[src/design/hed_pkg.sv]
// Shared constants, types and helper functions for the HTML entity decoder.
// Depends on nothing; every other file of the decoder but hed_ram imports it.
package hed_pkg;

    // Character code width on the ports, and the range of numeric entities.
    localparam int CODE_W     = 16;
    localparam int CHAR_BITS  = 16;
    localparam int NUM_W      = CHAR_BITS + 1;

    // Entity buffer sizing.
    localparam int ENTITY_MAX = 16;
    localparam int IDX_W      = $clog2(ENTITY_MAX);
    localparam int LEN_W      = $clog2(ENTITY_MAX + 1);

    localparam logic [LEN_W-1:0] ENTITY_FULL = LEN_W'(ENTITY_MAX);

    // Largest character code a numeric entity may produce, and the
    // saturation value that marks an overflow.
    localparam logic [NUM_W-1:0] MAX_CODE  = {1'b0, {CHAR_BITS{1'b1}}};
    localparam logic [NUM_W-1:0] NUM_SAT   = {1'b1, {CHAR_BITS{1'b0}}};

    // Character codes.
    localparam logic [CODE_W-1:0] AMP_CODE   = 16'h0026;
    localparam logic [CODE_W-1:0] SEMI_CODE  = 16'h003B;
    localparam logic [CODE_W-1:0] HASH_CODE  = 16'h0023;
    localparam logic [CODE_W-1:0] SPACE_CODE = 16'h0020;
    localparam logic [CODE_W-1:0] LT_CODE    = 16'h003C;
    localparam logic [CODE_W-1:0] GT_CODE    = 16'h003E;
    localparam logic [CODE_W-1:0] DIGIT_LO   = 16'h0030;
    localparam logic [CODE_W-1:0] DIGIT_HI   = 16'h0039;
    localparam logic [CODE_W-1:0] UPPER_LO   = 16'h0041;
    localparam logic [CODE_W-1:0] UPPER_HI   = 16'h005A;

    // Named entities, lower case, padded to four characters. The padding is
    // never compared because the position is checked against the length.
    localparam int NAME_POS_W = 2;
    localparam logic [LEN_W-1:0] NBSP_LEN = LEN_W'(4);
    localparam logic [LEN_W-1:0] LT_LEN   = LEN_W'(2);
    localparam logic [LEN_W-1:0] GT_LEN   = LEN_W'(2);
    localparam logic [LEN_W-1:0] AMPN_LEN = LEN_W'(3);

    localparam logic [CODE_W-1:0] NAME_NBSP [4] = '{16'h006E, 16'h0062, 16'h0073, 16'h0070};
    localparam logic [CODE_W-1:0] NAME_LT   [4] = '{16'h006C, 16'h0074, 16'h0000, 16'h0000};
    localparam logic [CODE_W-1:0] NAME_GT   [4] = '{16'h0067, 16'h0074, 16'h0000, 16'h0000};
    localparam logic [CODE_W-1:0] NAME_AMP  [4] = '{16'h0061, 16'h006D, 16'h0070, 16'h0000};

    // One result beat.
    typedef struct packed {
        logic [CODE_W-1:0] out_char;
        logic              has_char;
        logic              text_done;
        logic              last_of_run;
    } result_t;

    // ASCII upper case folded to lower case; everything else unchanged.
    function automatic logic [CODE_W-1:0] lower_ascii(input logic [CODE_W-1:0] c);
        logic [CODE_W-1:0] r;
        r = c;
        if (c >= UPPER_LO && c <= UPPER_HI)
        begin
            r = c + 16'h0020;
        end
        return r;
    endfunction

    // Character plus beat flags for a result that carries a character.
    function automatic result_t char_beat(input logic [CODE_W-1:0] c,
                                          input logic last, input logic done);
        result_t r;
        r.out_char    = c;
        r.has_char    = 1'b1;
        r.text_done   = done;
        r.last_of_run = last;
        return r;
    endfunction

endpackage

[src/design/hed_if.sv]
// Valid/ready channel interfaces for the HTML entity decoder: one for the
// incoming text characters and one for the decoded result beats.
// Depends on hed_pkg for the character width.
interface hed_in_if import hed_pkg::*; ();

    logic              valid;
    logic              ready;
    logic [CODE_W-1:0] char_code;
    logic              end_of_text;

    modport source (output valid, output char_code, output end_of_text, input ready);
    modport sink   (input valid, input char_code, input end_of_text, output ready);

endinterface

interface hed_out_if import hed_pkg::*; ();

    logic              valid;
    logic              ready;
    logic [CODE_W-1:0] out_char;
    logic              has_char;
    logic              text_done;
    logic              last_of_run;

    modport source (output valid, output out_char, output has_char, output text_done,
                    output last_of_run, input ready);
    modport sink   (input valid, input out_char, input has_char, input text_done,
                    input last_of_run, output ready);

endinterface

[src/design/hed_ram.sv]
// Generic single-clock RAM: one write port and one read port with a
// registered read. Depends on nothing.
module hed_ram #(
    parameter int WIDTH = 16,
    parameter int DEPTH = 16
) (
    input  logic                     clk,
    input  logic                     wr_en,
    input  logic [$clog2(DEPTH)-1:0] wr_addr,
    input  logic [WIDTH-1:0]         wr_data,
    input  logic [$clog2(DEPTH)-1:0] rd_addr,
    output logic [WIDTH-1:0]         rd_data
);

    logic [WIDTH-1:0] mem [DEPTH];

    always_ff @(posedge clk)
    begin
        if (wr_en)
        begin
            mem[wr_addr] <= wr_data;
        end
        rd_data <= mem[rd_addr];
    end

endmodule

[src/design/html_entity_decoder.sv]
// Top level of the streaming HTML character entity decoder.
// Depends on hed_pkg, the channel interfaces in hed_if and the RAM in hed_ram.
//
//   Channel    Direction  Beat carries
//   char_in    in         char_code, end_of_text
//   char_out   out        out_char, has_char, text_done, last_of_run
//
// A character that yields at most one result is taken every cycle unless
// char_out stalls or a flush runs; the result sits in the output register
// while the next character is accepted. A verbatim flush sends the '&',
// then each held character read from the buffer RAM through its one read
// port, then an optional trailing character, all through the single output
// register; input is held off during a flush. Stalls on char_out back up to
// char_in with no loss. Reset is asynchronous and active low; the buffer
// RAM needs no clearing.
module html_entity_decoder import hed_pkg::*; (
    input  logic             clk,
    input  logic             rst_n,
    hed_in_if.sink           char_in,
    hed_out_if.source        char_out
);

    // Flush sequencer phases.
    localparam logic [1:0] PH_IDLE = 2'd0;
    localparam logic [1:0] PH_AMP  = 2'd1;
    localparam logic [1:0] PH_BODY = 2'd2;
    localparam logic [1:0] PH_TAIL = 2'd3;

    // Entity state. The characters themselves live in the buffer RAM; the
    // numeric value and the name matches are tracked as characters arrive so
    // that closing an entity never has to read the buffer back.
    logic             in_entity_reg, in_entity_next;
    logic [LEN_W-1:0] len_reg, len_next;
    logic [NUM_W-1:0] num_reg, num_next;
    logic             stopped_reg, stopped_next;
    logic             hash_reg, hash_next;
    logic             m_nbsp_reg, m_nbsp_next;
    logic             m_lt_reg, m_lt_next;
    logic             m_gt_reg, m_gt_next;
    logic             m_amp_reg, m_amp_next;

    // Flush sequencer.
    logic [1:0]        phase_reg, phase_next;
    logic [IDX_W-1:0]  idx_reg, idx_next;
    logic [LEN_W-1:0]  cnt_reg, cnt_next;
    logic              tail_valid_reg, tail_valid_next;
    logic [CODE_W-1:0] tail_char_reg, tail_char_next;
    logic              eot_reg, eot_next;

    // Output register.
    logic              out_valid_reg, out_valid_next;
    result_t           out_item_reg, out_item_next;

    // Buffer RAM ports.
    logic              wr_en;
    logic [IDX_W-1:0]  wr_addr;
    logic [CODE_W-1:0] rd_data;

    logic              space;
    logic              accept;
    logic              simple_valid;
    result_t           simple_item;
    logic              start_flush;
    logic [CODE_W-1:0] c;
    logic [CODE_W-1:0] lc;
    logic              eot;
    logic              body_last;
    logic              seq_last;
    result_t           seq_item;
    logic [NUM_W+3:0]  num_prod;

    hed_ram #(
        .WIDTH (CODE_W),
        .DEPTH (ENTITY_MAX)
    ) u_buf (
        .clk     (clk),
        .wr_en   (wr_en),
        .wr_addr (wr_addr),
        .wr_data (c),
        .rd_addr (idx_next),
        .rd_data (rd_data)
    );

    // The output register frees up when it is empty or being drained.
    assign space  = !out_valid_reg || char_out.ready;
    assign char_in.ready = (phase_reg == PH_IDLE) && space;
    assign accept = char_in.valid && char_in.ready;

    assign c   = char_in.char_code;
    assign eot = char_in.end_of_text;
    assign lc  = lower_ascii(c);
    assign wr_addr = len_reg[IDX_W-1:0];

    // Ten times the value plus the new digit, computed with shifts.
    assign num_prod = ({4'b0, num_reg} << 3) + ({4'b0, num_reg} << 1)
                    + (NUM_W+4)'(c[3:0]);

    // Decode of one accepted character: either a single result, nothing, or
    // a hand-over to the flush sequencer.
    always_comb
    begin
        in_entity_next  = in_entity_reg;
        len_next        = len_reg;
        num_next        = num_reg;
        stopped_next    = stopped_reg;
        hash_next       = hash_reg;
        m_nbsp_next     = m_nbsp_reg;
        m_lt_next       = m_lt_reg;
        m_gt_next       = m_gt_reg;
        m_amp_next      = m_amp_reg;
        wr_en           = 1'b0;
        simple_valid    = 1'b0;
        simple_item     = char_beat(c, 1'b1, eot);
        start_flush     = 1'b0;
        cnt_next        = cnt_reg;
        tail_valid_next = tail_valid_reg;
        tail_char_next  = tail_char_reg;
        eot_next        = eot_reg;

        if (accept)
        begin
            if (in_entity_reg && c == SEMI_CODE)
            begin
                // Close: a numeric value in range, one of the four names,
                // or nothing at all.
                in_entity_next = 1'b0;
                len_next       = '0;
                if (hash_reg && len_reg != '0)
                begin
                    if (num_reg >= NUM_W'(1) && num_reg <= MAX_CODE)
                    begin
                        simple_valid = 1'b1;
                        simple_item  = char_beat(CODE_W'(num_reg), 1'b1, eot);
                    end
                end
                else if (m_nbsp_reg && len_reg == NBSP_LEN)
                begin
                    simple_valid = 1'b1;
                    simple_item  = char_beat(SPACE_CODE, 1'b1, eot);
                end
                else if (m_lt_reg && len_reg == LT_LEN)
                begin
                    simple_valid = 1'b1;
                    simple_item  = char_beat(LT_CODE, 1'b1, eot);
                end
                else if (m_gt_reg && len_reg == GT_LEN)
                begin
                    simple_valid = 1'b1;
                    simple_item  = char_beat(GT_CODE, 1'b1, eot);
                end
                else if (m_amp_reg && len_reg == AMPN_LEN)
                begin
                    simple_valid = 1'b1;
                    simple_item  = char_beat(AMP_CODE, 1'b1, eot);
                end
            end
            else if (in_entity_reg && len_reg >= ENTITY_FULL)
            begin
                // Overlong entity: flush it, then treat the character as
                // ordinary text. An '&' opens a fresh entity, which end of
                // text flushes at once as a lone '&'.
                start_flush     = 1'b1;
                cnt_next        = ENTITY_FULL;
                eot_next        = eot;
                tail_char_next  = c;
                in_entity_next  = 1'b0;
                len_next        = '0;
                tail_valid_next = (c != AMP_CODE) || eot;
                if (c == AMP_CODE && !eot)
                begin
                    in_entity_next = 1'b1;
                    num_next       = '0;
                    stopped_next   = 1'b0;
                    hash_next      = 1'b0;
                    m_nbsp_next    = 1'b1;
                    m_lt_next      = 1'b1;
                    m_gt_next      = 1'b1;
                    m_amp_next     = 1'b1;
                end
            end
            else if (in_entity_reg)
            begin
                // Append to the buffer and update the running matches.
                wr_en    = 1'b1;
                len_next = len_reg + LEN_W'(1);
                if (len_reg == '0)
                begin
                    hash_next = (c == HASH_CODE);
                end
                else if (hash_reg && !stopped_reg)
                begin
                    if (c >= DIGIT_LO && c <= DIGIT_HI)
                    begin
                        if (num_prod > (NUM_W+4)'(MAX_CODE))
                        begin
                            num_next = NUM_SAT;
                        end
                        else
                        begin
                            num_next = num_prod[NUM_W-1:0];
                        end
                    end
                    else
                    begin
                        stopped_next = 1'b1;
                    end
                end
                m_nbsp_next = m_nbsp_reg && len_reg < NBSP_LEN
                            && lc == NAME_NBSP[len_reg[NAME_POS_W-1:0]];
                m_lt_next   = m_lt_reg && len_reg < LT_LEN
                            && lc == NAME_LT[len_reg[NAME_POS_W-1:0]];
                m_gt_next   = m_gt_reg && len_reg < GT_LEN
                            && lc == NAME_GT[len_reg[NAME_POS_W-1:0]];
                m_amp_next  = m_amp_reg && len_reg < AMPN_LEN
                            && lc == NAME_AMP[len_reg[NAME_POS_W-1:0]];
                if (eot)
                begin
                    // Unclosed at end of text: everything held goes out as is.
                    start_flush     = 1'b1;
                    cnt_next        = len_reg + LEN_W'(1);
                    eot_next        = 1'b1;
                    tail_valid_next = 1'b0;
                    in_entity_next  = 1'b0;
                    len_next        = '0;
                end
            end
            else if (c == AMP_CODE)
            begin
                if (eot)
                begin
                    simple_valid = 1'b1;
                    simple_item  = char_beat(AMP_CODE, 1'b1, 1'b1);
                end
                else
                begin
                    in_entity_next = 1'b1;
                    len_next       = '0;
                    num_next       = '0;
                    stopped_next   = 1'b0;
                    hash_next      = 1'b0;
                    m_nbsp_next    = 1'b1;
                    m_lt_next      = 1'b1;
                    m_gt_next      = 1'b1;
                    m_amp_next     = 1'b1;
                end
            end
            else
            begin
                simple_valid = 1'b1;
            end

            // End of text with nothing to say still produces one marker beat.
            if (eot && !simple_valid && !start_flush)
            begin
                simple_valid          = 1'b1;
                simple_item.out_char  = '0;
                simple_item.has_char  = 1'b0;
            end
        end
    end

    // Flush sequencer: '&', then the held characters from the RAM, then an
    // optional trailing character. The RAM is addressed with the index of
    // the next beat, so its registered output always matches idx_reg and
    // simply re-reads the same entry while the output is stalled.
    assign body_last = (LEN_W'(idx_reg) + LEN_W'(1)) == cnt_reg;

    always_comb
    begin
        seq_last = 1'b0;
        seq_item = char_beat(AMP_CODE, 1'b0, 1'b0);
        unique case (phase_reg)
            PH_IDLE:
            begin
                seq_last = 1'b0;
            end
            PH_AMP:
            begin
                seq_last = (cnt_reg == '0) && !tail_valid_reg;
                seq_item = char_beat(AMP_CODE, seq_last, seq_last && eot_reg);
            end
            PH_BODY:
            begin
                seq_last = body_last && !tail_valid_reg;
                seq_item = char_beat(rd_data, seq_last, seq_last && eot_reg);
            end
            PH_TAIL:
            begin
                seq_last = 1'b1;
                seq_item = char_beat(tail_char_reg, 1'b1, eot_reg);
            end
            default:
            begin
                seq_last = 1'b0;
            end
        endcase
    end

    always_comb
    begin
        phase_next = phase_reg;
        idx_next   = idx_reg;
        unique case (phase_reg)
            PH_IDLE:
            begin
                idx_next = '0;
                if (start_flush)
                begin
                    phase_next = PH_AMP;
                end
            end
            PH_AMP:
            begin
                if (space)
                begin
                    idx_next = '0;
                    if (cnt_reg != '0)
                    begin
                        phase_next = PH_BODY;
                    end
                    else if (tail_valid_reg)
                    begin
                        phase_next = PH_TAIL;
                    end
                    else
                    begin
                        phase_next = PH_IDLE;
                    end
                end
            end
            PH_BODY:
            begin
                if (space)
                begin
                    idx_next = idx_reg + IDX_W'(1);
                    if (body_last)
                    begin
                        phase_next = tail_valid_reg ? PH_TAIL : PH_IDLE;
                    end
                end
            end
            PH_TAIL:
            begin
                if (space)
                begin
                    phase_next = PH_IDLE;
                end
            end
            default:
            begin
                phase_next = PH_IDLE;
            end
        endcase
    end

    // Output register: loaded from the decode path or from the sequencer.
    always_comb
    begin
        out_valid_next = out_valid_reg && !char_out.ready;
        out_item_next  = out_item_reg;
        if (phase_reg != PH_IDLE && space)
        begin
            out_valid_next = 1'b1;
            out_item_next  = seq_item;
        end
        else if (simple_valid)
        begin
            out_valid_next = 1'b1;
            out_item_next  = simple_item;
        end
    end

    assign char_out.valid       = out_valid_reg;
    assign char_out.out_char    = out_item_reg.out_char;
    assign char_out.has_char    = out_item_reg.has_char;
    assign char_out.text_done   = out_item_reg.text_done;
    assign char_out.last_of_run = out_item_reg.last_of_run;

    always_ff @(posedge clk or negedge rst_n)
    begin
        if (!rst_n)
        begin
            in_entity_reg  <= 1'b0;
            len_reg        <= '0;
            num_reg        <= '0;
            stopped_reg    <= 1'b0;
            hash_reg       <= 1'b0;
            m_nbsp_reg     <= 1'b0;
            m_lt_reg       <= 1'b0;
            m_gt_reg       <= 1'b0;
            m_amp_reg      <= 1'b0;
            phase_reg      <= PH_IDLE;
            idx_reg        <= '0;
            cnt_reg        <= '0;
            tail_valid_reg <= 1'b0;
            eot_reg        <= 1'b0;
            out_valid_reg  <= 1'b0;
        end
        else
        begin
            in_entity_reg  <= in_entity_next;
            len_reg        <= len_next;
            num_reg        <= num_next;
            stopped_reg    <= stopped_next;
            hash_reg       <= hash_next;
            m_nbsp_reg     <= m_nbsp_next;
            m_lt_reg       <= m_lt_next;
            m_gt_reg       <= m_gt_next;
            m_amp_reg      <= m_amp_next;
            phase_reg      <= phase_next;
            idx_reg        <= idx_next;
            cnt_reg        <= cnt_next;
            tail_valid_reg <= tail_valid_next;
            eot_reg        <= eot_next;
            out_valid_reg  <= out_valid_next;
        end
    end

    always_ff @(posedge clk)
    begin
        tail_char_reg <= tail_char_next;
        out_item_reg  <= out_item_next;
    end

    // The held length never runs past the buffer.
    a_len_bound: assert property (@(posedge clk) disable iff (!rst_n)
        len_reg <= ENTITY_FULL)
        else $error("entity length beyond buffer depth");

    // The sequencer only walks the buffer when there is something held.
    a_body_count: assert property (@(posedge clk) disable iff (!rst_n)
        phase_reg == PH_BODY |-> (cnt_reg != '0 && LEN_W'(idx_reg) < cnt_reg))
        else $error("buffer read outside the held characters");

    // Once the final beat of a text leaves, no entity is left open.
    a_done_closed: assert property (@(posedge clk) disable iff (!rst_n)
        (char_out.valid && char_out.ready && char_out.text_done) |-> !in_entity_reg)
        else $error("entity still open after end of text");

    // A flush start leaves the decode path silent for that beat.
    a_flush_excl: assert property (@(posedge clk) disable iff (!rst_n)
        (phase_reg == PH_IDLE && phase_next == PH_AMP) |-> !simple_valid)
        else $error("flush and direct result on the same character");

endmodule

[src/flat_wrapper.sv]
// flat-port wrapper written by rule: the top's interface ports become plain ports
module html_entity_decoder_flat import hed_pkg::*;
  (clk, rst_n, char_in_valid, char_in_char_code, char_in_end_of_text, char_in_ready, char_out_valid, char_out_out_char, char_out_has_char, char_out_text_done, char_out_last_of_run, char_out_ready);
  hed_in_if char_in_i ();
  hed_out_if char_out_i ();
  input  logic clk;
  input  logic rst_n;
  input wire logic [$bits(char_in_i.valid)-1:0] char_in_valid;
  input wire logic [$bits(char_in_i.char_code)-1:0] char_in_char_code;
  input wire logic [$bits(char_in_i.end_of_text)-1:0] char_in_end_of_text;
  output wire logic [$bits(char_in_i.ready)-1:0] char_in_ready;
  output wire logic [$bits(char_out_i.valid)-1:0] char_out_valid;
  output wire logic [$bits(char_out_i.out_char)-1:0] char_out_out_char;
  output wire logic [$bits(char_out_i.has_char)-1:0] char_out_has_char;
  output wire logic [$bits(char_out_i.text_done)-1:0] char_out_text_done;
  output wire logic [$bits(char_out_i.last_of_run)-1:0] char_out_last_of_run;
  input wire logic [$bits(char_out_i.ready)-1:0] char_out_ready;
  assign char_in_i.valid = char_in_valid;
  assign char_in_i.char_code = char_in_char_code;
  assign char_in_i.end_of_text = char_in_end_of_text;
  assign char_in_ready = char_in_i.ready;
  assign char_out_valid = char_out_i.valid;
  assign char_out_out_char = char_out_i.out_char;
  assign char_out_has_char = char_out_i.has_char;
  assign char_out_text_done = char_out_i.text_done;
  assign char_out_last_of_run = char_out_i.last_of_run;
  assign char_out_i.ready = char_out_ready;
  html_entity_decoder u_core (.clk(clk), .rst_n(rst_n), .char_in(char_in_i), .char_out(char_out_i));
endmodule
[config.mk]
export PLATFORM = sky130hd
export DESIGN_NAME = html_entity_decoder_flat
export DESIGN_NICKNAME = d
export VERILOG_FILES = /design/src/design/hed_pkg.sv /design/src/design/hed_if.sv /design/src/design/hed_ram.sv /design/src/design/html_entity_decoder.sv /design/src/flat_wrapper.sv
export SDC_FILE = /design/constraint.sdc
export NUM_CORES = 1
export LEC_CHECK = 0
export ABC_AREA = 1
export BUFFER_PORTS_ARGS = -buffer_cell sky130_fd_sc_hd__buf_4
export CORE_MARGIN = 3
export CORE_UTILIZATION = 35
export CTS_BUF_LIST = sky130_fd_sc_hd__clkbuf_8 sky130_fd_sc_hd__clkbuf_16
export CTS_CLUSTER_DIAMETER = 150
export DETAILED_ROUTE_END_ITERATION = 8
export GPL_TIMING_DRIVEN = 0
export MAX_ROUTING_LAYER = met4
export PLACE_DENSITY_LB_ADDON = 0.12
export SYNTH_ARGS = -nofsm -noshare
export SYNTH_HDL_FRONTEND = slang
export SYNTH_SLANG_ARGS = --single-unit
[constraint.sdc]
create_clock -name clk -period 3.3 [get_ports clk]
set_clock_uncertainty 0.05 [all_clocks]
set_input_delay 0.33 -clock clk [delete_from_list [all_inputs] [get_ports clk]]
set_output_delay 0.33 -clock clk [all_outputs]
set_load 0.02 [all_outputs]
* Word-level counts from Yosys, hierarchy flattened
Memories as Yosys holds them, arrays and structs flattened. A register that Yosys moved wholly into a read port is not among the register bits. Cells that the tools add are included.
Word-level totals: bits in registers 78, latch bits 0, memory bits (writable) 256, ROM bits 0, input port bits 21, output and inout bits 21, word-level logic and storage cells 246, memories 1
Cells by class: $add $sub $neg 6, multiply operators 0, div/mod/pow operators 0, $lt $le $gt $ge 12, eq/ne operators 28, shift operators 0, mux-type cells 119, bitwise logic cells 2, reductions and logical operators 58
Memory list:
- u_core.u_buf.mem | depth 16, bits a word 16, rd ports 1, clocked after Yosys merged registers in 1, write ports 1, RTL line hed_ram.sv:15 | logic [WIDTH-1:0] mem [DEPTH];
Operators with widths (number):
- 2-to-1 mux 19 bit | 14
- 2-to-1 mux 17 bit | 10
- 2-to-1 mux 16 bit | 9
- binary-select mux 16 bit (select 2 bit) | 4
- equality test 16 bit | 4
- 2-to-1 mux 1 bit | 61
- case mux 19 bit (3 select lines) | 1
- equality test 16 x 6 -> 1 bit (second input constant) | 3
- 2-to-1 mux 5 bit | 9
- logical AND 1 bit | 30
- adder 20 x 18 -> 21 bit | 1
- adder 21 x 4 -> 21 bit | 1
- greater-than comparator 21 x 16 -> 1 bit (second input constant) | 1
- greater-or-equal comparator 17 x 1 -> 1 bit (second input constant) | 1
- <= comparator 17 x 16 -> 1 bit (second input constant) | 1
- adder 16 x 6 -> 16 bit (second input constant) | 1
- greater-or-equal comparator 16 x 6 -> 1 bit (second input constant) | 1
- greater-or-equal comparator 16 x 7 -> 1 bit (second input constant) | 1
- <= comparator 16 x 6 -> 1 bit (second input constant) | 1
- <= comparator 16 x 7 -> 1 bit (second input constant) | 1
- != test 16 x 6 -> 1 bit (second input constant) | 1
- AND reduction 8 bit | 2
- != test 3 bit (second input constant) | 5
- 2-to-1 mux 2 bit | 7
- other kinds (33) | 55

* Logic depth before layout (Yosys ltp)
Gate-level depths: netlist (run 1).
word-level depth 16, gate-level depth with buffers 19, depth with buffers taken out 18

* Modules after synthesis
A second synthesis (run 1) with hierarchy kept.
Unflattened totals: cell total of the unflattened synthesis 1867, area, all modules 17344.1 sq um
Modules (own cells, without submodules):
- hed_ram | instances 1, cells an instance 1074, area an instance 11380.9 sq um, seq. area each 8007.7 sq um
- html_entity_decoder | instances 1, cells an instance 793, area an instance 5963.2 sq um, seq. area each 2127.0 sq um

* Least setup slack after synthesis (run 1)
No wires, ideal clock.
path type register to register, start point reg u_core.phase_reg[0], end point mem u_core.u_buf.mem[7][0], enable pin, setup time 0.409 ns, arrival 2.498 ns, required time 2.841 ns, path slack 0.343 ns, cell stages (with the launch flop) 10, buffers on the path 0, period minus slack after synthesis 2.957 ns, path through dfrtp_1 -> inv_2 -> nand2_2 -> nor2_4 -> nand2_2 -> inv_2 -> nand2_2 -> nor2_4 -> inv_2 -> nor3_1
On the way: word-level cells in the longest chain between the ends 6
Ends and longest elaborated chain:
- start, declared | RTL line html_entity_decoder.sv:43 | logic [1:0] phase_reg, phase_next;
- start signal, assigned | RTL line html_entity_decoder.sv:410 | phase_reg <= phase_next;
- zero test 2 bit | RTL line html_entity_decoder.sv:86 | assign char_in.ready = (phase_reg == PH_IDLE) && space;
- logical AND 1 bit | RTL line html_entity_decoder.sv:86
- named net char_in_ready | RTL line flat_wrapper.sv:11 | output wire logic [$bits(char_in_i.ready)-1:0] char_in_ready;
- logical AND 1 bit | RTL line html_entity_decoder.sv:87 | assign accept = char_in.valid && char_in.ready;
- 2-to-1 mux 1 bit | RTL line html_entity_decoder.sv:120 | if (accept)
- 2-to-1 mux 1 bit | RTL line hed_ram.sv:19 | if (wr_en)
- 2-to-1 mux 1 bit (not written as such) | RTL line hed_ram.sv:21 | mem[wr_addr] <= wr_data;
- end, declared | RTL line hed_ram.sv:15
The timed path passes the listed nets, and every way through them passes these cells.

* Worst setup path after layout (run 1)
start point reg u_core.phase_reg[0], end point mem u_core.u_buf.mem[9][0], enable pin
On the way: word-level cells in the longest chain between the ends 6
Ends and longest elaborated chain (RTL line):
- zero test 2 bit | html_entity_decoder.sv:86
- logical AND 1 bit | html_entity_decoder.sv:86
- logical AND 1 bit | html_entity_decoder.sv:87
- 2-to-1 mux 1 bit | html_entity_decoder.sv:120
- 2-to-1 mux 1 bit | hed_ram.sv:19
- 2-to-1 mux 1 bit (not written as such) | hed_ram.sv:21
Every way passes these cells.

==> results of run 1 <==
-- metrics by stage --
step                      worst slack (ns)  hold WS (ns)  cells  TNS [ns]
after global routing              -0.00652        0.0246   2295   -0.0960
after floorplan                      0.343       -0.0156   1576         0
after CTS                           0.0180       0.00655   2294         0
final                                0.198        0.0272   2295         0
after global placement               -1.16         0.321   2217   -144.90
after detailed placement            -0.522         0.326   2222    -43.48
-- per-layer routing --
metal	up-vias	track usage	wire, um
met5	-	-	0
met4	0	0.0529	1280
met3	63	0.0268	2840
met2	357	0.299	21600
met1	5867	0.298	24100
li1	5765	-	-
-- path summary, 6_finish.rpt --
check                                 startpoint                      to  slack (ns)  cells after the start
hold reg to reg            u_core.tail_valid_reg   u_core.tail_valid_reg        0.47                      2
hold / removal               char_in_end_of_text    u_core.in_entity_reg        0.03                      2
max in group asynchronous                  rst_n      u_core.num_reg[15]        2.51                      2
setup reg to reg             u_core.phase_reg[0]  u_core.u_buf.mem[9][0]        0.20                      9
setup / recovery             u_core.phase_reg[0]  u_core.u_buf.mem[9][0]        0.20                      9
min in group asynchronous                  rst_n     u_core.phase_reg[1]        0.29                      2
-- kinds of logic (layout without fill, tap and decap cells) --
| group | count (synthesis) | in the layout | share of synthesized area |
|---|---|---|---|
| AOI/OAI and AO/OA | 396 | 396 | 0.139 |
| and+or+nand+nor | 552 | 552 | 0.147 |
| DFF | 350 | 350 | 0.614 |
| adders and majority gates | 43 | 43 | 0.0335 |
| buffers and inverters | 215 | 334 | 0.0556 |
| xor gates and xnor gates | 20 | 20 | 0.0106 |
-- cells in the mapped netlist, types with 15 or more instances --
master	n
sky130_fd_sc_hd__ha_1	41
sky130_fd_sc_hd__o211ai_1	67
sky130_fd_sc_hd__inv_2	16
sky130_fd_sc_hd__nand4_1	15
sky130_fd_sc_hd__edfxtp_1	291
sky130_fd_sc_hd__dfrtp_1	43
sky130_fd_sc_hd__o21ai_0	80
sky130_fd_sc_hd__buf_2	41
sky130_fd_sc_hd__nor2_1	165
sky130_fd_sc_hd__o21ai_1	78
sky130_fd_sc_hd__dfxtp_1	16
sky130_fd_sc_hd__nand2_1	233
sky130_fd_sc_hd__inv_1	128
sky130_fd_sc_hd__a21oi_1	125
sky130_fd_sc_hd__nand3_1	96
sky130_fd_sc_hd__clkbuf_1	15
-- placed cells by master (no fill, tap or decap), drive strengths merged, types with 18 or more instances in the layout --
master / synthesis / layout
nand3: 97 / 97
nor2: 177 / 177
o211ai: 67 / 67
buf: 53 / 100
inv: 144 / 155
clkinv: 2 / 18
edfxtp: 291 / 291
o21ai: 161 / 161
nand2: 241 / 241
clkbuf: 16 / 56
dfrtp: 43 / 43
a21oi: 126 / 126
ha: 41 / 41
-- power by group through the flow --
stage | logic [mW] | clock network (mW) | registers [mW]
global route | 4.76 | 4.46 | 5.49
detailed placement | 4.36 | 0 | 5.53
floorplan | 2.45 | 0 | 5.62
CTS | 4.38 | 4.28 | 5.45
global placement | 4.35 | 0 | 5.53
finish | 4.37 | 4.19 | 5.45
-- worst max-delay path: stages, from the launching register on --
cell                      delay [ns]
sky130_fd_sc_hd__dfrtp_1        0.45
sky130_fd_sc_hd__inv_2          0.13
sky130_fd_sc_hd__nand2_2        0.12
sky130_fd_sc_hd__nor2_4         0.20
sky130_fd_sc_hd__nand2_2        0.18
sky130_fd_sc_hd__inv_2          0.13
sky130_fd_sc_hd__nand2_2        0.10
sky130_fd_sc_hd__nor2_4         0.20
sky130_fd_sc_hd__nand2_1        0.31
sky130_fd_sc_hd__nor2_2         0.83
-- timing repair --
| item | 4_1_cts | 5_1_grt |
|---|---|---|
| pin swaps | 0 | 1 |
| cloned | 0 | 0 |
| endpoints found under the hold margin | 43 | 0 |
| hold buffers | 1 | 0 |
| setup endpoints to repair | 96 | 46 |
| buffers inserted | 0 | 1 |
| gates resized for setup | 6 | 4 |
-- layout make-up --
class	instances	area, um^2	share of cell area
Tap cell	600	751	0.0396
Inverter	146	549	0.0290
Buffer	69	368	0.0194
Clock buffer	40	1000	0.0528
Timing Repair Buffer	48	398	0.0210
Multi-Input combinational cell	1011	5520	0.291
Clock inverter	31	239	0.0126
Sequential cell	350	10100	0.535
==> results.md, run 1 <==
| Step | Item | Value |
| --- | --- | --- |
| critical path | WP data arrival | 3.20 ns |
| power | Worst voltage drop across the vdd grid | 381 uV |
| yosys | Synth area leaders | sky130_fd_sc_hd__edfxtp_1 (53%), sky130_fd_sc_hd__dfrtp_1 (6.5%), sky130_fd_sc_hd__nand2_1 (5.3%) |
| power | Clock share of power | 0.299 |
| detailed routing | Number of antenna-violating nets in the routed design | 0 |
| power | Leakage Power | 7.25 nW |
| clock network | CTS tree | built |
| placement | Global placer's final weighted congestion | 0.923 |
| cells and area | Antenna diode count | 0 |
| die | Top-level port count | 42 |
| yosys | Sequential share of the synthesized area | 0.614 |
| sta | Peak Freq | 0.322 GHz |
| grt | Total routing resource utilization after global routing | 0.203 |
| run | MaxCap Viol Count | 0 |
| power | Net switching share of the total power | 0.363 |
| sta | Minimum period implied by the final worst setup slack | 3.10 ns |
| yosys | Count of distinct cell types in the synthesized netlist | 51 |
| clock network | Max H-tree Level | 2 |
| sta | Slew headroom | 0.355 |
| cells and area | Layout cell share with drive strength beyond 1 | 0.130 |
| critical path | Data required time of the critical path | 3.40 ns |
| cells and area | Final standard cell utilization of the core | 0.412 |
| critical path | Worst Setup End Kind | flop |
| sta | Final Cycle Share | 0.940 |
| grt | Total global routing overflow | 0 |
| critical path | Category of the worst setup path launch point | flop |
| hold path | Tightest Hold Check Type | primary input to flop |
| sta | Number of slew-limit violations in the final report | 0 |
| detailed routing | Final wirelength | 49800 um |
| yosys | Yosys warning count | 0 |
| placement | Placed cell area | 17700 um^2 |
| clock network | CTS Sinks | 350 |
| clock network | Number of buffers created by CTS | 39 |
| yosys | Most used flip-flop cell after synthesis | sky130_fd_sc_hd__edfxtp_1 |
| detailed routing | Wire length per cell | 21.7 um |
| detailed routing | Ratio of routed vias to standard cells | 5.25 |
| power | Sequential cell fraction of total power | 0.389 |
| sta | Final hold vios | 0 |
| cells and area | Filler Cell Count | 4426 |
| critical path | Type of the worst setup path | flop to flop |
| cells and area | Final design instance area without fill | 19000 um^2 |
| die | Starting density of the core | 0.359 |
| placement | Detailed Place HPWL | 35300 um |
| grt | First-pass GRT wire length | 74000 um |
| yosys | Post-synthesis register bit count | 350 |
| grt | Antenna violations before repair | 1 |
| cells and area | Area overhead of the layout relative to synthesis | 14.9% |
| detailed routing | Number of optimization iterations in the first detailed-route pass | 5 |
| clock network | Cell at the root of the clock tree | sky130_fd_sc_hd__clkbuf_16 |
| yosys | Average instance area after synthesis | 10.5 um^2 |
| critical path | Worst-path fanout max | 16 |
| die | Floorplan die width | 223 um |
| die | Std-Cell Core Area | 46000 um^2 |
| power | Net switching power figure | 5.09 mW |
| die | Number of rows created at floorplan | 78 |
| detailed routing | Vias | 12100 |
| yosys | Number of nets in the synthesized netlist | 1640 |
| detailed routing | Post-route DRC | 0 |
| yosys | Cell accounting for the most synthesized area | sky130_fd_sc_hd__edfxtp_1 |
| yosys | Count of mapped cells out of synthesis | 1576 |
| outcome | Result of the run | completed |
| cells and area | Number of flip-flops in the largest register | 256 |
| power | Share of power burned in combinational logic | 0.312 |
| power | Power density over the cells | 739 nW/um^2 |
| power | Overall power consumption | 14.0 mW |
| sta | Transition time of the tightest slew-check pin | 0.967 ns |
| clock network | CTS Buffer Depth | 3 |
| clock network | Skew-Pair Late Insertion Delay | 0.54 ns |
| grt | Pin count of the biggest net entering global routing | 44 |
| yosys | Portion of synthesized cell area occupied by the leading cell type | 0.530 |
| grt | Via count of the first global-routing pass | 11500 |
| detailed routing | Number of DRC markers after the initial detailed-route iteration | 959 |
| cells and area | Fin nets | 1729 |
| die | DIE HEIGHT | 223 um |
| placement | Input/output buffers | 41 |
| yosys | Count of flip-flops with a built-in enable after synthesis | 291 |
| yosys | Post-synthesis async set-or-reset flop share | 0.123 |
| power | Int Pwr | 8.92 mW |
| die | Total die area | 49800 um^2 |
| yosys | Synthesized cell area | 16500 um^2 |
| clock network | Clock transition at the register clock pins on the worst setup and hold paths after CTS | 0.06 ns |
| sta | Final setup fails | 0 |
Note: power is estimated with default switching activity, not from simulation.
==> run 2, diff against run 1 <==
--- a/config.mk
+++ b/config.mk
@@ -7,6 +7,8 @@
 export LEC_CHECK = 0
 export ABC_AREA = 1
 export BUFFER_PORTS_ARGS = -buffer_cell sky130_fd_sc_hd__buf_4
+export CELL_PAD_IN_SITES_DETAIL_PLACEMENT = 0
+export CELL_PAD_IN_SITES_GLOBAL_PLACEMENT = 2
 export CORE_MARGIN = 3
 export CORE_UTILIZATION = 35
 export CTS_BUF_LIST = sky130_fd_sc_hd__clkbuf_8 sky130_fd_sc_hd__clkbuf_16
==> run 2 against run 1 <==
Net effect: non-clock buffer count grew 8; combinational power shrank 0.9%; global-route usage grew 0.49 points; count of clock-buffer cells in the layout grew 3; register-to-register slack gained 0.04 ns; die area did not move; cell area up 0.54%; worst setup slack improved by 0.036 ns; highest routed layer unchanged; largest power group unchanged; largest cell class unchanged.
==> results.md, run 2 (synthesized netlist as in run 1, its figures left out) <==
| Step | Item | Value | Delta |
| --- | --- | --- | --- |
| outcome | Result of the run | completed |  |
| clock network | CTS Buffer Depth | 3 | unchanged |
| die | Number of rows created at floorplan | 78 | unchanged |
| critical path | Source of the critical timing path | u_core.len_reg[1] |  |
| cells and area | Fin nets | 1739 | +0.58% |
| cells and area | Number of flip-flops in the largest register | 256 | unchanged |
| detailed routing | Post-route DRC | 0 | unchanged |
| critical path | Type of the worst setup path | flop to flop |  |
| sta | Minimum period implied by the final worst setup slack | 3.07 ns | -0.0355 ns |
| cells and area | Layout cell share with drive strength beyond 1 | 0.136 | +0.00545 |
| critical path | Worst-path fanout max | 19 | +3 |
| sta | Final hold vios | 0 | unchanged |
| placement | Input/output buffers | 41 | unchanged |
| power | Overall power consumption | 14.0 mW | about the same |
| sta | Setup repair after global routing missed its margin | no |  |
| grt | First-pass GRT wire length | 75900 um | +2.6% |
| critical path | Slowest cell on the critical path | sky130_fd_sc_hd__o21ai_0 |  |
| critical path | WP data arrival | 3.23 ns | +0.03 ns |
| clock network | CTS tree | built |  |
| critical path | Worst Setup End Kind | flop |  |
| hold path | Tightest Hold Check Type | primary input to flop |  |
| cells and area | Filler Cell Count | 4523 | +2.2% |
| clock network | Max H-tree Level | 2 | unchanged |
| cells and area | Most common cell after layout, fill and taps aside | sky130_fd_sc_hd__edfxtp_1 |  |
| grt | Via count of the first global-routing pass | 11800 | +2.5% |
| detailed routing | Amount of wire on met2 after detailed routing | 23100 um | +6.7% |
| critical path | Chain of cells forming the critical path | buf_2, inv_1, ha_1, nand3_1, nand2_1, nand4_1, nand2_1, nand2_1, o21ai_0, nand2_4 |  |
| placement | Detailed Place HPWL | 36200 um | +2.4% |
| power | Worst voltage drop across the vdd grid | 356 uV | -6.4% |
| placement | Cell count after placement | 2227 | +0.23% |
| detailed routing | Number of DRC markers after the initial detailed-route iteration | 931 | -2.9% |
| detailed routing | Uppermost signal routing layer after detailed routing | met4 |  |
| placement | Worst-case setup slack after placement | -0.456 ns | +0.0663 ns |
| die | Std-Cell Core Area | 46000 um^2 | unchanged |
| cells and area | Non-Filler Instances | 2308 | +0.57% |
| sta | Number of slew-limit violations in the final report | 0 | unchanged |
| power | Power density over the cells | 736 nW/um^2 | -0.44% |
| cells and area | Most used cells in the layout excluding fill and tap cells | sky130_fd_sc_hd__edfxtp_1 (291), sky130_fd_sc_hd__nand2_1 (232), sky130_fd_sc_hd__nor2_1 (154), sky130_fd_sc_hd__inv_1 (139), sky130_fd_sc_hd__a21oi_1 (125) |  |
| placement | Placed cell area | 17700 um^2 | +0.37% |
| critical path | Critical path buffers and inverters | 2 | unchanged |
| critical path | Crit-path leading delay family | simple AND/OR/NAND/NOR gates |  |
| cells and area | FF/Latch Area | 10100 um^2 | unchanged |
| grt | Total global routing overflow | 0 | unchanged |
| clock network | Clock transition at the register clock pins on the worst setup and hold paths after CTS | 0.06 ns | about the same |
| cells and area | Final design instance area without fill | 19100 um^2 | +0.54% |
| die | Top-level port count | 42 | unchanged |
| critical path | Flop2flop setup slack | 0.23 ns | +0.04 ns |
| cells and area | Antenna diode count | 0 | unchanged |
| critical path | End point of the critical path | u_core.char_out.out_char[9] |  |
| sta | Final setup fails | 0 | unchanged |
| critical path | Most frequent CP cell | sky130_fd_sc_hd__nand2_1 |  |
| cells and area | Area overhead of the layout relative to synthesis | 15.5% |  |
| detailed routing | Sum of met3 wire segment lengths after detailed routing | 1870 um | -34% |
| critical path | Origin of the critical flop-to-flop path | u_core.len_reg[1] |  |
| clock network | Number of buffers created by CTS | 41 | +5.1% |
| grt | Total routing resource utilization after global routing | 0.208 | +0.00491 |
| die | Total die area | 49800 um^2 | unchanged |
| grt | Antenna violations before repair | 0 | -1 |
| sta | Transition time of the tightest slew-check pin | 0.929 ns | -0.0384 ns |
| detailed routing | M1 WL | 24300 um | +0.76% |
| die | DIE HEIGHT | 223 um | unchanged |
| placement | Global placer's final weighted congestion | 0.881 | -4.5% |
| clock network | Cell at the root of the clock tree | sky130_fd_sc_hd__clkbuf_16 |  |
| clock network | Skew-Pair Late Insertion Delay | 0.57 ns | +0.03 ns |
| cells and area | Final standard cell utilization of the core | 0.415 | +0.00223 |
| detailed routing | Number of optimization iterations in the first detailed-route pass | 5 | unchanged |
| sta | Slew headroom | 0.381 | +0.0263 |
| detailed routing | Ratio of routed vias to standard cells | 5.14 | -2.0% |
| die | Starting density of the core | 0.359 | unchanged |
| sta | Post-route setup slack | 0.234 ns | +0.0355 ns |
| critical path | Number of stages on the worst setup path | 10 | +1 |
| sta | Final Cycle Share | 0.929 | -0.0108 |
| critical path | Depth of the worst register-to-register path | 10 | +1 |
| detailed routing | Vias | 11900 | -1.5% |
| detailed routing | Number of antenna-violating nets in the routed design | 0 | unchanged |
| power | Leakage Power | 7.32 nW | +1.1% |
| critical path | Data required time of the critical path | 3.46 ns | +0.06 ns |
| die | Floorplan die width | 223 um | unchanged |
| cells and area | Multi-input logic area | 5510 um^2 | about the same |
| detailed routing | Wire length per cell | 21.9 um | +0.73% |
| critical path | Reg-to-Reg End | u_core.char_out.out_char[9] |  |
| clock network | CTS Sinks | 350 | unchanged |
| grt | Pin count of the biggest net entering global routing | 44 | unchanged |
| critical path | Highest cell delay on the worst timing path | 0.43 ns | -0.40 ns |
| critical path | Category of the worst setup path launch point | flop |  |
| run | MaxCap Viol Count | 0 | unchanged |
| sta | Peak Freq | 0.326 GHz | +1.2% |
| detailed routing | Final wirelength | 50500 um | +1.3% |
run 2: cell types whose count changed in the layout (fill, tap and decap cells not counted), moves of 2 or more:
cell,delta
sky130_fd_sc_hd__inv_1,+3
sky130_fd_sc_hd__buf_4,+4
sky130_fd_sc_hd__inv_6,-2
sky130_fd_sc_hd__clkinv_4,-2
sky130_fd_sc_hd__clkinv_1,-4
sky130_fd_sc_hd__clkinv_2,+7
sky130_fd_sc_hd__clkbuf_16,+2
sky130_fd_sc_hd__nor2_1,+2
sky130_fd_sc_hd__bufinv_16,-2
sky130_fd_sc_hd__buf_8,+4
run 2: area by class of cell:
cell class                      count  area share
Buffer                             69      0.0193
Tap cell                          600      0.0394
Multi-Input combinational cell   1011       0.289
Clock buffer                       43      0.0559
Inverter                          146      0.0288
Clock inverter                     33      0.0106
Timing Repair Buffer               56      0.0251
Sequential cell                   350       0.532
run 2: power breakdown:
part	switching, mW	total, mW	internal, mW
Sequential	0.206	5.43	5.22
Clock	1.84	4.27	2.42
Combinational	3.07	4.33	1.26
Total	5.12	14.0	8.90
run 2: layer usage:
layer  up-vias  track usage
met1      5778        0.293
li1       5780            -
met2       255        0.321
met4         0       0.0531
met3        61       0.0264
met5         -            -
run 2: worst reg2reg max path, delay by kind of cell (launching register included):
family | cells | cell delay [ns]
AND/OR/NAND/NOR | 6 | 1.05
AO/OA/AOI/OAI | 1 | 0.43
buffers and inverters | 2 | 0.41
flip-flops | 1 | 0.39
adder cells (fa/ha/maj) | 1 | 0.38
run 2: worst min-delay path by stage:
stage	from	end	slack (ns)	cells past startpoint
after floorplan	rst_n	u_core.char_out.valid	-0.02	0
after global placement	rst_n	u_core.num_reg[4]	0.35	1
after detailed placement	rst_n	u_core.num_reg[4]	0.35	1
after CTS	char_out_ready	u_core.phase_reg[0]	0.06	4
after global routing	char_out_ready	u_core.phase_reg[0]	0.1	4
final	char_out_ready	u_core.phase_reg[0]	0.09	4
run 2: timing repair:
item                                   CTS  global route
hold buffers                             2             0
pin swaps                                0             2
endpoints found under the hold margin   44             0
setup endpoints to repair               89            33
buffers inserted                         0             2
cloned                                   0             0
gates resized for setup                  5             3
run 2: metrics by stage:
step | setup TNS (ns) | hold slack (ns)
2_1_floorplan | 0 | -0.0156
3_3_place_gp | -128.38 | 0.348
3_5_place_dp | -34.75 | 0.351
4_1_cts | -1.39 | 0.0608
5_1_grt | 0 | 0.0969
6_report | 0 | 0.0892
